## config.mk

```make
export PLATFORM = sky130hd
export DESIGN_NAME = base64_stream_encoder_core
export DESIGN_NICKNAME = d
export VERILOG_FILES = /design/src/b64e_pkg.sv /design/src/base64_stream_encoder_core.sv /design/src/b64e_front.sv /design/src/b64e_queue.sv /design/src/b64e_back.sv
export SDC_FILE = /design/constraint.sdc
export NUM_CORES = 1
export LEC_CHECK = 0
export BUFFER_PORTS_ARGS = -buffer_cell sky130_fd_sc_hd__buf_2
export CORE_ASPECT_RATIO = 0.6
export CORE_MARGIN = 10
export CORE_UTILIZATION = 50
export CTS_CLUSTER_DIAMETER = 120
export DETAILED_ROUTE_END_ITERATION = 10
export PLACE_DENSITY = 0.66
export SLEW_MARGIN = 30
export SYNTH_ARGS = -nofsm -noshare
export SYNTH_HDL_FRONTEND = slang
export SYNTH_SLANG_ARGS = --single-unit
```

## constraint.sdc

```tcl
create_clock -name clk -period 2.75 [get_ports clk]
set_input_delay 0.275 -clock clk [delete_from_list [all_inputs] [get_ports clk]]
set_output_delay 0.275 -clock clk [all_outputs]
set_load 0.005 [all_outputs]
```

## src/b64e_pkg.sv

```systemverilog
// ----------------------------------------------------------------------------
// b64e_pkg
// Shared types, constants and the alphabet for the base64 stream encoder.
// ----------------------------------------------------------------------------
package b64e_pkg;

    localparam logic [7:0] PAD_CHAR = 8'h3D;

    localparam int QUEUE_DEPTH = 2;
    localparam int QUEUE_PTR_W = (QUEUE_DEPTH > 1) ? $clog2(QUEUE_DEPTH) : 1;
    localparam int QUEUE_CNT_W = $clog2(QUEUE_DEPTH + 1);

    localparam logic [1:0] PHASE_FIRST  = 2'd0;
    localparam logic [1:0] PHASE_SECOND = 2'd1;
    localparam logic [1:0] PHASE_THIRD  = 2'd2;

    typedef struct packed {
        logic [3:0][7:0] chars;
        logic [1:0]      last_idx;
        logic            final_job;
    } job_t;

    function automatic logic [7:0] sextet_char(input logic [5:0] v);
        logic [7:0] c;
        begin
            if (v < 6'd26)
            begin
                c = 8'h41 + {2'b00, v};
            end
            else if (v < 6'd52)
            begin
                c = 8'h61 + {2'b00, v} - 8'd26;
            end
            else if (v < 6'd62)
            begin
                c = 8'h30 + {2'b00, v} - 8'd52;
            end
            else if (v == 6'd62)
            begin
                c = 8'h2B;
            end
            else
            begin
                c = 8'h2F;
            end
            return c;
        end
    endfunction

endpackage

```

## src/base64_stream_encoder_core.sv

```systemverilog
// ----------------------------------------------------------------------------
// base64_stream_encoder_core
// Standard base64 encoder: bytes in, alphabet characters and padding out.
//
//   Channel | Handshake    | Payload
//   --------+--------------+-------------------------
//   input   | push / full  | data_byte, final_byte
//   output  | pop / empty  | text_char, end_of_text
//
// A byte yields one to four characters; the output side gives one character
// per cycle while each character is popped. The front takes a new byte in
// any cycle the two-entry queue is not full. Each character of the group at
// the head of the queue is loaded into the output register once it is empty
// or being popped. Reset clears the phase, the queue and the output.
// ----------------------------------------------------------------------------
module base64_stream_encoder_core
    import b64e_pkg::*;
(
    input  logic       clk,
    input  logic       rst_n,
    input  logic       push,
    output logic       full,
    input  logic [7:0] data_byte,
    input  logic       final_byte,
    output logic       empty,
    input  logic       pop,
    output logic [7:0] text_char,
    output logic       end_of_text
);

    logic accept;
    job_t front_job;
    job_t head_job;
    logic queue_empty;
    logic head_done;

    assign accept = push && !full;

    b64e_front u_front
    (
        .clk        (clk),
        .rst_n      (rst_n),
        .accept     (accept),
        .data_byte  (data_byte),
        .final_byte (final_byte),
        .job        (front_job)
    );

    b64e_queue u_queue
    (
        .clk    (clk),
        .rst_n  (rst_n),
        .wr_en  (accept),
        .wr_job (front_job),
        .rd_en  (head_done),
        .rd_job (head_job),
        .full   (full),
        .empty  (queue_empty)
    );

    b64e_back u_back
    (
        .clk         (clk),
        .rst_n       (rst_n),
        .head_valid  (!queue_empty),
        .head_job    (head_job),
        .head_done   (head_done),
        .pop         (pop),
        .empty       (empty),
        .text_char   (text_char),
        .end_of_text (end_of_text)
    );

endmodule

```

## src/b64e_front.sv

```systemverilog
// ----------------------------------------------------------------------------
// b64e_front
// Takes one byte per request, tracks the group phase and leftover bits,
// and forms the complete set of characters that the byte produces.
// ----------------------------------------------------------------------------
module b64e_front
    import b64e_pkg::*;
(
    input  logic       clk,
    input  logic       rst_n,
    input  logic       accept,
    input  logic [7:0] data_byte,
    input  logic       final_byte,
    output job_t       job
);

    logic [1:0] phase_reg;
    logic [1:0] phase_next;
    logic [3:0] left_reg;
    logic [3:0] left_next;

    always_comb
    begin
        job.chars     = {PAD_CHAR, PAD_CHAR, PAD_CHAR, PAD_CHAR};
        job.last_idx  = 2'd0;
        job.final_job = final_byte;
        phase_next    = PHASE_FIRST;
        left_next     = 4'd0;
        unique case (phase_reg)
            PHASE_SECOND:
            begin
                job.chars[0] = sextet_char({left_reg[1:0], data_byte[7:4]});
                if (final_byte)
                begin
                    job.chars[1] = sextet_char({data_byte[3:0], 2'b00});
                    job.last_idx = 2'd2;
                end
                else
                begin
                    phase_next = PHASE_THIRD;
                    left_next  = data_byte[3:0];
                end
            end
            PHASE_THIRD:
            begin
                job.chars[0] = sextet_char({left_reg, data_byte[7:6]});
                job.chars[1] = sextet_char(data_byte[5:0]);
                job.last_idx = 2'd1;
            end
            default:
            begin
                job.chars[0] = sextet_char(data_byte[7:2]);
                if (final_byte)
                begin
                    job.chars[1] = sextet_char({data_byte[1:0], 4'b0000});
                    job.last_idx = 2'd3;
                end
                else
                begin
                    phase_next = PHASE_SECOND;
                    left_next  = {2'b00, data_byte[1:0]};
                end
            end
        endcase
    end

    always_ff @(posedge clk or negedge rst_n)
    begin
        if (!rst_n)
        begin
            phase_reg <= PHASE_FIRST;
            left_reg  <= 4'd0;
        end
        else if (accept)
        begin
            phase_reg <= phase_next;
            left_reg  <= left_next;
        end
    end

endmodule

```

## src/b64e_queue.sv

```systemverilog
// ----------------------------------------------------------------------------
// b64e_queue
// Short queue of character groups between the front and the back.
// ----------------------------------------------------------------------------
module b64e_queue
    import b64e_pkg::*;
(
    input  logic clk,
    input  logic rst_n,
    input  logic wr_en,
    input  job_t wr_job,
    input  logic rd_en,
    output job_t rd_job,
    output logic full,
    output logic empty
);

    job_t                   slots_reg [QUEUE_DEPTH];
    logic [QUEUE_PTR_W-1:0] wr_ptr_reg;
    logic [QUEUE_PTR_W-1:0] rd_ptr_reg;
    logic [QUEUE_CNT_W-1:0] count_reg;

    assign full   = (count_reg == QUEUE_CNT_W'(QUEUE_DEPTH));
    assign empty  = (count_reg == '0);
    assign rd_job = slots_reg[rd_ptr_reg];

    function automatic logic [QUEUE_PTR_W-1:0] ptr_inc(input logic [QUEUE_PTR_W-1:0] p);
        return (p == QUEUE_PTR_W'(QUEUE_DEPTH - 1)) ? '0 : p + 1'b1;
    endfunction

    always_ff @(posedge clk)
    begin
        if (wr_en)
        begin
            slots_reg[wr_ptr_reg] <= wr_job;
        end
    end

    always_ff @(posedge clk or negedge rst_n)
    begin
        if (!rst_n)
        begin
            wr_ptr_reg <= '0;
            rd_ptr_reg <= '0;
            count_reg  <= '0;
        end
        else
        begin
            if (wr_en)
            begin
                wr_ptr_reg <= ptr_inc(wr_ptr_reg);
            end
            if (rd_en)
            begin
                rd_ptr_reg <= ptr_inc(rd_ptr_reg);
            end
            if (wr_en && !rd_en)
            begin
                count_reg <= count_reg + 1'b1;
            end
            else if (rd_en && !wr_en)
            begin
                count_reg <= count_reg - 1'b1;
            end
        end
    end

endmodule

```

## src/b64e_back.sv

```systemverilog
// ----------------------------------------------------------------------------
// b64e_back
// Walks the characters of the oldest group into the output register, one per
// cycle while that register is empty or being popped.
// ----------------------------------------------------------------------------
module b64e_back
    import b64e_pkg::*;
(
    input  logic       clk,
    input  logic       rst_n,
    input  logic       head_valid,
    input  job_t       head_job,
    output logic       head_done,
    input  logic       pop,
    output logic       empty,
    output logic [7:0] text_char,
    output logic       end_of_text
);

    logic [1:0] idx_reg;
    logic       out_valid_reg;
    logic [7:0] char_reg;
    logic       end_reg;
    logic       load;
    logic       at_last;

    assign empty       = !out_valid_reg;
    assign text_char   = char_reg;
    assign end_of_text = end_reg;
    assign load        = head_valid && (!out_valid_reg || pop);
    assign at_last     = (idx_reg == head_job.last_idx);
    assign head_done   = load && at_last;

    always_ff @(posedge clk)
    begin
        if (load)
        begin
            char_reg <= head_job.chars[idx_reg];
            end_reg  <= head_job.final_job && at_last;
        end
    end

    always_ff @(posedge clk or negedge rst_n)
    begin
        if (!rst_n)
        begin
            idx_reg       <= 2'd0;
            out_valid_reg <= 1'b0;
        end
        else
        begin
            if (load)
            begin
                out_valid_reg <= 1'b1;
                idx_reg       <= at_last ? 2'd0 : idx_reg + 2'd1;
            end
            else if (pop)
            begin
                out_valid_reg <= 1'b0;
            end
        end
    end

endmodule
```

==> results of run 1 <==
cells in the final DEF (no fill, tap or decap), drive strengths merged, types with 7 or more instances in the layout:
master / n
buf: 59
edfxtp: 47
nand2: 33
a21oi: 29
nor2: 29
xnor2: 26
ha: 25
o21ai: 24
inv: 23
nor3: 14
dfrtp: 13
nor2b: 11
nand3: 11
clkbuf: 11
mux2i: 10
o211ai: 9
mux4: 8
nand2b: 7
a221oi: 7
critical path: cells and delay by family, from the launching register on:
family / cells / cell delay (ns)
compound gates: 4 / 1.03
flops: 1 / 0.44
fa+ha+maj: 1 / 0.25
simple gates: 1 / 0.23
buf+inv: 1 / 0.13
stage by stage:
step                      utilization (%)  instance area [um2]  setup slack [ns]  total power (uW)
after floorplan                         -                 4400             0.702              2970
after global placement               55.8                 4770             0.431              3630
after detailed placement             55.8                 4770             0.431              3660
after CTS                            59.0                 5040             0.505              4640
after global routing                 59.0                 5040             0.339              4950
final                                59.0                 5040             0.442              4630
where the power goes:
part / internal [uW] / total [uW] / switching (uW)
combinational: 861 / 2050 / 1190
sequential: 1460 / 1620 / 157
clock: 602 / 961 / 359
cell usage after synthesis (all sizes together), types with 3 or more instances:
library cell,n,share of area (%)
a21o,5,0.85
a21oi,29,3.3
a221oi,7,1.4
a311o,4,0.91
a31oi,5,0.71
a32oi,4,0.80
and2,3,0.43
and3,5,0.71
buf,21,2.9
clkbuf,8,0.68
dfrtp,13,7.4
edfxtp,47,32
ha,25,7.1
inv,23,2.0
mux2,4,1.0
mux2i,10,2.3
mux4,8,4.1
nand2,33,2.8
nand2b,7,0.99
nand3,11,1.2
nor2,29,2.5
nor2b,11,1.6
nor3,14,1.8
nor4,4,0.57
o211ai,9,1.5
o21ai,24,2.7
o21bai,4,0.68
o311ai,5,1.3
o31a,3,0.60
o31ai,5,0.85
or2,5,0.71
or3,5,0.71
xnor2,26,5.2
xor2,3,0.60
metal layers:
metal  up-vias  GRT usage (%)  routed length (um)
met3        14           6.22                1160
met1      1769           28.7                5920
met5         -              0                   0
met4         0           5.31                 182
li1       1750              -                   -
met2       185           25.8                4860
logic make-up (layout without fill, tap and decap cells):
kind of cell / after synthesis / after routing / share of synthesized area [%]
buffers and inverters: 53 / 100 / 5.62
AOI/OAI and AO/OA: 124 / 124 / 19.7
DFF: 60 / 60 / 39.4
adders and majority gates: 25 / 25 / 7.10
and+or+nand+nor: 133 / 133 / 15.0
muxes: 22 / 22 / 7.39
xor gates and xnor gates: 29 / 29 / 5.77
cell type report:
type | instances | area [um2]
Sequential cell | 60 | 1740
Inverter | 24 | 90.1
Tap cell | 112 | 140
Timing Repair Buffer | 60 | 395
Multi-Input combinational cell | 333 | 2420
Clock buffer | 11 | 233
Fill cell | 719 | 3510
Clock inverter | 5 | 30.0
worst paths after layout:
kind                                             startpoint                                end  slack (ns)  cells past startpoint
min                                                     pop   u_back.out_valid_reg$_DFFE_PN0P_        0.14                      2
max in group asynchronous                             rst_n   u_back.out_valid_reg$_DFFE_PN0P_        2.07                      2
max                         u_front.left_reg[0]$_DFFE_PN0P_  u_queue.slots_reg[1][8]$_DFFE_PP_        0.44                      7
max reg2reg                 u_front.left_reg[0]$_DFFE_PN0P_  u_queue.slots_reg[1][8]$_DFFE_PP_        0.44                      7
min in group asynchronous                             rst_n    u_front.left_reg[0]$_DFFE_PN0P_        0.42                      2
min reg2reg                u_queue.count_reg[1]$_DFFE_PN0P_   u_queue.count_reg[1]$_DFFE_PN0P_        0.49                      1
timing repair:
action,in CTS,in global routing
hold buffers,1,0
endpoints found under the setup margin,0,0
endpoints found under the hold margin,13,0
==> flow_metrics.env, run 1 <==
export IMPL_status="complete, no violations"
export IMPL_htreeDepth=3
export IMPL_rows=26
export IMPL_grt_max_degree=20
export IMPL_clock_sinks=60
export IMPL_ys_flop_type="edfxtp_1"
export IMPL_grt_pass1_vias=3616
export IMPL_synthCells=446
export IMPL_numCtsBuffers=9
export IMPL_worstPathMaxFanout=5
export IMPL_die_area_um2=13100
export IMPL_io_pins=24
export IMPL_synth_seq_area_share_pct=39.4
export IMPL_first_pass_iters=6
export IMPL_stdcell_count=605
export IMPL_insertedDiodeCount=0
export IMPL_ys_ff_latch=60
export IMPL_hold_slack_ns=0.140
export IMPL_synth_fp_nets=484
export IMPL_antenna_found_initial=0
export IMPL_period_share_pct=83.9
export IMPL_crit_chain="inv_2 > ha_1 > nand2b_1 > a21oi_1 > a221oi_1 > o21ai_0 > a32oi_1"
export IMPL_cp_start_kind="flop"
export IMPL_root_buffer="clkbuf_16"
export IMPL_die_w_um=141
export IMPL_slew_headroom_pct=54.9
export IMPL_clk_pin_slew_worst_paths_ns=0.05
export IMPL_via_count=3718
export IMPL_layout_drive_gt1_share_pct=18.9
export IMPL_wirelength_mm=12.1
export IMPL_wl_per_cell_um=20.0
export IMPL_synth_edff_count=47
export IMPL_p_leak_uw=0.00196
export IMPL_hpwlAfterDp_mm=9.43
export IMPL_setup_viol=0
export IMPL_crit_path_top_delay_cell="a32oi_1"
export IMPL_clock_latency_ns=0.32
export IMPL_gp_congestion=0.968
export IMPL_fp_dieH_um=92.7
export IMPL_tightest_slew_ns=0.667
export IMPL_fin_crit_ns=2.31
export IMPL_cp_data_required_time_ns=2.83
export IMPL_ir_drop_mv=0.670
export IMPL_power_density_nw_per_um2=918
export IMPL_slew_viol_final=0
export IMPL_cts_resized=0
export IMPL_track_usage_pct=19.3
export IMPL_cts_tree="built"
export IMPL_ant_nets=0
export IMPL_grt_pass1_wl_mm=20.1
export IMPL_crit_path_end_kind="flop"
export IMPL_crit_arrival_ns=2.38
export IMPL_fmax_mhz=433
export IMPL_drt_initial_drc_count=386
export IMPL_core_area_um2=8560
export IMPL_io_buffers=23
export IMPL_overflow=0
export IMPL_ctsLongestPathBuffers=2
export IMPL_min_path_type="in2reg"
export IMPL_fin_setup_tns_ns=0
export IMPL_fin_skew_ns=0.00466
export IMPL_drc=0
export IMPL_rsz0062_at_grt="false"
export IMPL_nets=526
export IMPL_dp_cells=588
export IMPL_largest_register_ffs=38
export IMPL_synth_cell_type_count=63
export IMPL_cp_slowest_stage_delay_ns=0.45
export IMPL_cts_setup_buffers=0
export IMPL_maxCapViolations=0
export IMPL_syn_cell_area_um2=4400
export IMPL_syn_area_per_cell_um2=9.87
export IMPL_synth_warnings=0
export IMPL_area_growth_pct=14.5
export IMPL_hold_violations=0
export IMPL_worst_setup_path_type="reg2reg"
export IMPL_synth_async_reset_ratio_pct=21.7
export IMPL_viasPerCell=6.15
export IMPL_initial_core_util_pct=51.5
Note: power is estimated with default switching activity, not from simulation.
==> inputs of run 2 (changes only) <==
ABC_AREA = 1   (was unset)
PLACE_DENSITY = 0.69   (was 0.66)
clock period = 2.11 ns   (was 2.75 ns; I/O delays follow)
==> run 2 against run 1 <==
Cell area rose by 7.6%; cell count is 30% higher; sequential cell count did not move.
==> flow_metrics.env, run 2 <==
export IMPL_status="complete, no violations"
export IMPL_multiInputGateArea_um2=2460
export IMPL_wirelength_mm=13.9
export IMPL_ys_ff_latch=60
export IMPL_largest_register_ffs=38
export IMPL_layout_drive_gt1_share_pct=18.1
export IMPL_clk_pin_slew_worst_paths_ns=0.05
export IMPL_cp_data_required_time_ns=2.16
export IMPL_synth_simple_area_share_pct=28.8
export IMPL_hold_violations=0
export IMPL_synth_fp_nets=644
export IMPL_overflow=0
export IMPL_hold_slack_ns=0.0740
export IMPL_antenna_found_initial=0
export IMPL_drc=0
export IMPL_period_share_pct=90.7
export IMPL_io_pins=24
export IMPL_grt_pass1_vias=4228
export IMPL_post_route_util_pct=62.3
export IMPL_core_area_um2=8720
export IMPL_rsz0062_at_grt="false"
export IMPL_root_buffer="clkbuf_16"
export IMPL_first_pass_iters=6
export IMPL_min_path_type="in2reg"
export IMPL_fin_skew_ns=0.00818
export IMPL_ys_top_cells_by_count="nand2_1, nor2_1, nand3_1"
export IMPL_synth_cell_type_count=41
export IMPL_maxCapViolations=0
export IMPL_synth_top_family_by_area="simple AND/OR/NAND/NOR gates"
export IMPL_cts_tree="built"
export IMPL_clock_sinks=60
export IMPL_fin_crit_ns=1.91
export IMPL_synth_largest_area_cell="edfxtp_1"
export IMPL_via_count=4441
export IMPL_ant_nets=0
export IMPL_synth_fa_ha_area_share_pct=6.82
export IMPL_fp_dieH_um=94.2
export IMPL_synth_edff_count=47
export IMPL_synth_seq_area_share_pct=37.9
export IMPL_p_int_uw=4110
export IMPL_area_growth_pct=18.4
export IMPL_slew_viol_final=0
export IMPL_mostFrequentLayoutCell="nand2_1"
export IMPL_viasPerCell=5.65
export IMPL_worstPathMaxFanout=6
export IMPL_cp_start_kind="flop"
export IMPL_dp_cells=769
export IMPL_worst_setup_path_type="reg2reg"
export IMPL_cp_common_cell="nand2_1"
export IMPL_crit_path_top_delay_cell="dfrtp_1"
export IMPL_setup_viol=0
export IMPL_nets=707
export IMPL_fin_setup_tns_ns=0
export IMPL_tightest_slew_ns=0.568
export IMPL_numCtsBuffers=9
export IMPL_synth_most_common_cell="nand2_1"
export IMPL_synth_async_reset_ratio_pct=21.7
export IMPL_switching_share_pct=40.5
export IMPL_power_frac_seq_pct=30.3
export IMPL_track_usage_pct=21.4
export IMPL_ctsLongestPathBuffers=2
export IMPL_grt_max_degree=21
export IMPL_die_area_um2=13500
export IMPL_htreeDepth=3
export IMPL_synth_warnings=0
export IMPL_ir_drop_mv=0.725
export IMPL_io_buffers=23
export IMPL_grt_pass1_wl_mm=22.6
export IMPL_syn_cell_area_um2=4590
export IMPL_crit_chain="inv_2 > ha_1 > inv_1 > nand2_1 > buf_4 > o21ai_0 > nand2_1 > nand3_1 > nand2_1 > nand2_1 > o21ai_1"
export IMPL_initial_core_util_pct=52.6
export IMPL_cp_slowest_stage_delay_ns=0.41
export IMPL_cp_buffers_inverters=3
export IMPL_wl_per_cell_um=17.6
export IMPL_combPwrFrac_pct=47.4
export IMPL_fillers=765
export IMPL_syn_area_per_cell_um2=7.57
export IMPL_power_density_nw_per_um2=1270
export IMPL_cp_top_family="flip-flops"
export IMPL_insertedDiodeCount=0
export IMPL_synth_mux_area_share_pct=0
export IMPL_cts_setup_buffers=0
export IMPL_fmax_mhz=523
export IMPL_clock_latency_ns=0.33
export IMPL_final_seq_area_um2=1740
export IMPL_stdcell_count=786
export IMPL_synth_compound_area_share_pct=14.3
export IMPL_slew_headroom_pct=61.7
export IMPL_hpwlAfterDp_mm=10.9
export IMPL_synthCells=606
export IMPL_gp_congestion=0.984
export IMPL_p_leak_uw=0.00245
export IMPL_ys_flop_type="edfxtp_1"
export IMPL_switchingPower_uw=2790
export IMPL_yosys_area_top_type_share_pct=30.8
export IMPL_synthXorXnorAreaFrac_pct=3.44
export IMPL_drt_initial_drc_count=586
export IMPL_crit_arrival_ns=1.96
export IMPL_rows=26
export IMPL_most_common_layout_cells="nand2_1, nor2_1, nand3_1, inv_1, buf_4"
export IMPL_crit_path_end_kind="flop"
export IMPL_die_w_um=144
export IMPL_yosys_top_cells_area="edfxtp_1, nand2_1, dfrtp_1"
export IMPL_power_frac_clock_pct=22.3
## run 2: cells by family after synthesis
group	after synthesis
buf+inv	91
simple gates	298
compound gates	114
xor+xnor	18
fa+ha+maj	25
flops	60
## run 2: repair_timing
item / CTS / global route
endpoints found under the hold margin: 13 / 0
resized for setup: 0 / 4
hold buffers: 1 / 0
endpoints found under the setup margin: 0 / 5
## run 2: cell type report
cell class | count | area share [%]
clock inverter | 4 | 1.34
tap | 112 | 2.58
inverter | 70 | 5.09
clock buffer | 12 | 4.54
multi-input combinational | 455 | 45.4
sequential | 60 | 32.0
timing repair buffer | 73 | 9.08
## run 2: power by group through the flow
stage | registers (uW) | logic (uW) | clock network (uW)
2_1_floorplan | 2070 | 2030 | 0
3_3_place_gp | 2090 | 3140 | 0
3_5_place_dp | 2110 | 3170 | 0
4_1_cts | 2090 | 3190 | 1560
5_1_grt | 2130 | 3640 | 1620
6_report | 2090 | 3270 | 1540
## run 2: path summary, 6_finish.rpt
check                           cells past startpoint                                end  slack, ns                        startpoint
worst max-delay path                               11  u_queue.slots_reg[1][4]$_DFFE_PP_       0.20   u_front.left_reg[0]$_DFFE_PN0P_
worst min-delay path                                2   u_back.out_valid_reg$_DFFE_PN0P_       0.07                               pop
worst max register to register                     11  u_queue.slots_reg[1][4]$_DFFE_PP_       0.20   u_front.left_reg[0]$_DFFE_PN0P_
worst min register to register                      1   u_queue.count_reg[0]$_DFFE_PN0P_       0.51  u_queue.count_reg[0]$_DFFE_PN0P_
max in group asynchronous                           2     u_queue.rd_ptr_reg$_DFFE_PN0P_       1.53                             rst_n
min in group asynchronous                           2      u_back.idx_reg[0]$_DFFE_PN0P_       0.33                             rst_n
## run 2: worst register-to-register path, cell delays in order (launching register included)
cell     delay [ns]
dfrtp_1        0.41
inv_2          0.08
ha_1           0.22
inv_1          0.08
nand2_1        0.13
buf_4          0.18
o21ai_0        0.15
nand2_1        0.07
nand3_1        0.08
nand2_1        0.06
nand2_1        0.06
o21ai_1        0.11
## run 2: metal layers
layer  up-vias  global-route usage [%]  wire (um)
met5         -                       0          0
met3        21                    8.38       1720
li1       2170                       -          -
met1      2011                    31.5       6650
met2       239                    28.4       5370
met4         0                    4.48        131
## run 2: through the flow
stage                     total power [uW]  cell area [um2]  worst slack [ns]
after global placement                5230             5080             0.109
after CTS                             6830             5410             0.145
after global routing                  7390             5430           0.00767
after detailed placement              5280             5080            0.0657
after floorplan                       4100             4590             0.238
final                                 6900             5430             0.196
==> inputs of run 3 (changes only) <==
ABC_AREA = unset   (was 1)
CORE_UTILIZATION = 45   (was 50)
PLACE_DENSITY = 0.63   (was 0.69)
==> run 3 against run 2 <==
The flow now finishes with violations (negative setup slack); via count fell by 13%; sequential share of layout area hardly changed; sequential power is essentially flat; global-route usage fell by 4.2 points; highest routed layer unchanged.
==> flow_metrics.env, run 3 (synthesis results as in run 1) <==
export IMPL_pre_cts_ws_ns=-0.181
export IMPL_fin_crit_ns=2.14
export IMPL_reg2reg_from="u_queue.rd_ptr_reg$_DFFE_PN0P_"
export IMPL_grt_pass1_wl_mm=19.9
export IMPL_worstPathMaxFanout=4
export IMPL_overflow=0
export IMPL_hold_violations=0
export IMPL_largest_register_ffs=38
export IMPL_drt_initial_drc_count=383
export IMPL_wirelength_mm=12.7
export IMPL_grt_pass1_vias=3577
export IMPL_setup_viol=1
export IMPL_cts_tree="built"
export IMPL_p_leak_uw=0.00212
export IMPL_status="complete, but fails checks"
export IMPL_fin_ws_ns=-0.0346
export IMPL_die_area_um2=14300
export IMPL_drc=0
export IMPL_via_count=3850
export IMPL_ctsLongestPathBuffers=2
export IMPL_slew_headroom_pct=61.2
export IMPL_clock_sinks=60
export IMPL_rows=27
export IMPL_critPathLaunch="u_queue.rd_ptr_reg$_DFFE_PN0P_"
export IMPL_crit_path_end_kind="flop"
export IMPL_post_route_util_pct=58.2
export IMPL_combPwrFrac_pct=44.8
export IMPL_initial_core_util_pct=47.1
export IMPL_stdcell_count=649
export IMPL_violations="negative setup slack"
export IMPL_tightest_slew_ns=0.573
export IMPL_nets=552
export IMPL_ant_nets=0
export IMPL_wl_per_cell_um=19.5
export IMPL_hpwlAfterDp_mm=9.79
export IMPL_root_buffer="clkbuf_16"
export IMPL_ir_drop_mv=0.588
export IMPL_fmax_mhz=466
export IMPL_clk_pin_slew_worst_paths_ns=0.05
export IMPL_period_share_pct=102
export IMPL_cp_start_kind="flop"
export IMPL_slew_viol_final=0
export IMPL_area_growth_pct=23.6
export IMPL_clock_latency_ns=0.32
export IMPL_fp_dieH_um=96.6
export IMPL_io_buffers=23
export IMPL_layout_drive_gt1_share_pct=27.0
export IMPL_first_pass_iters=5
export IMPL_fin_skew_ns=0.00875
export IMPL_viasPerCell=5.93
export IMPL_io_pins=24
export IMPL_dp_cells=630
export IMPL_worst_setup_path_type="reg2reg"
export IMPL_numCtsBuffers=9
export IMPL_core_area_um2=9360
export IMPL_gp_congestion=0.947
export IMPL_grt_max_degree=20
export IMPL_die_w_um=148
export IMPL_cp_data_required_time_ns=2.33
export IMPL_fin_setup_tns_ns=-0.0346
export IMPL_min_delay_start="pop"
export IMPL_most_common_layout_cells="buf_4, edfxtp_1, nand2_1, nor2_1, a21oi_1"
export IMPL_maxCapViolations=0
export IMPL_switchingPower_uw=2360
export IMPL_switching_share_pct=35.5
export IMPL_mostFrequentLayoutCell="buf_4"
export IMPL_p_int_uw=4290
export IMPL_insertedDiodeCount=0
export IMPL_track_usage_pct=17.2
export IMPL_htreeDepth=3
export IMPL_power_frac_seq_pct=32.0
export IMPL_antenna_found_initial=0
export IMPL_min_path_type="in2reg"
export IMPL_power_density_nw_per_um2=1220
export IMPL_fillers=806
export IMPL_power_frac_clock_pct=23.2
export IMPL_crit_arrival_ns=2.36
[run 3: path summary, 6_finish.rpt]
path                            slack (ns)                          endpoint  cells after the start
worst max-delay path                 -0.03  u_queue.count_reg[1]$_DFFE_PN0P_                      8
worst min-delay path                  0.11  u_back.out_valid_reg$_DFFE_PN0P_                      2
worst max register to register       -0.03  u_queue.count_reg[1]$_DFFE_PN0P_                      8
worst min register to register        0.51  u_front.phase_reg[1]$_DFFE_PN0P_                      1
max in group asynchronous             1.45   u_front.left_reg[0]$_DFFE_PN0P_                      2
min in group asynchronous             0.35   u_front.left_reg[1]$_DFFE_PN0P_                      2
[run 3: cell type report]
class,instances,area (um2),area share [%]
multi-input cells,333,2540,46.6
well taps,130,163,2.99
flip-flops and latches,60,1740,32.0
repair buffers,86,591,10.8
inverters,24,90.1,1.65
clock inverters,4,73.8,1.36
clock buffers,12,246,4.53
[run 3: what timing repair did]
| item | 4_1_cts | 5_1_grt |
|---|---|---|
| pin swaps | 1 | 6 |
| endpoints found under the setup margin | 8 | 17 |
| gates resized for setup | 7 | 23 |
| endpoints found under the hold margin | 13 | 0 |
| setup buffers | 0 | 2 |
| hold buffers | 1 | 0 |
[run 3: per-stage QoR]
stage	power, uW	hold slack (ns)	area (um2)
6_report	6640	0.111	5440
3_5_place_dp	4880	0.147	4970
4_1_cts	6480	0.0985	5340
2_1_floorplan	3860	-0.0846	4400
3_3_place_gp	4820	0.142	4970
5_1_grt	7010	0.105	5440
[run 3: per-layer routing]
layer	vias up	global-route usage [%]	share of wire, %
li1	1805	-	-
met1	1842	26.1	48
met2	187	22.8	41
met3	16	5.57	10
met4	0	3.77	1.2
met5	-	0	0
[run 3: power by group through the flow]
| stage | combinational [uW] | clock [uW] | sequential, uW |
|---|---|---|---|
| global placement | 2730 | 0 | 2100 |
| finish | 2980 | 1540 | 2120 |
| CTS | 2810 | 1560 | 2110 |
| global route | 3230 | 1610 | 2160 |
| floorplan | 1800 | 0 | 2070 |
| detailed placement | 2760 | 0 | 2110 |
[run 3: worst max-delay path, cell delays in order (launching register included)]
cell     delay, ns
dfrtp_2       0.42
mux2i_2       0.29
xor2_1        0.24
nor2b_4       0.21
nand2_1       0.12
ha_2          0.20
xor2_1        0.14
nor2_1        0.18
xor2_1        0.24
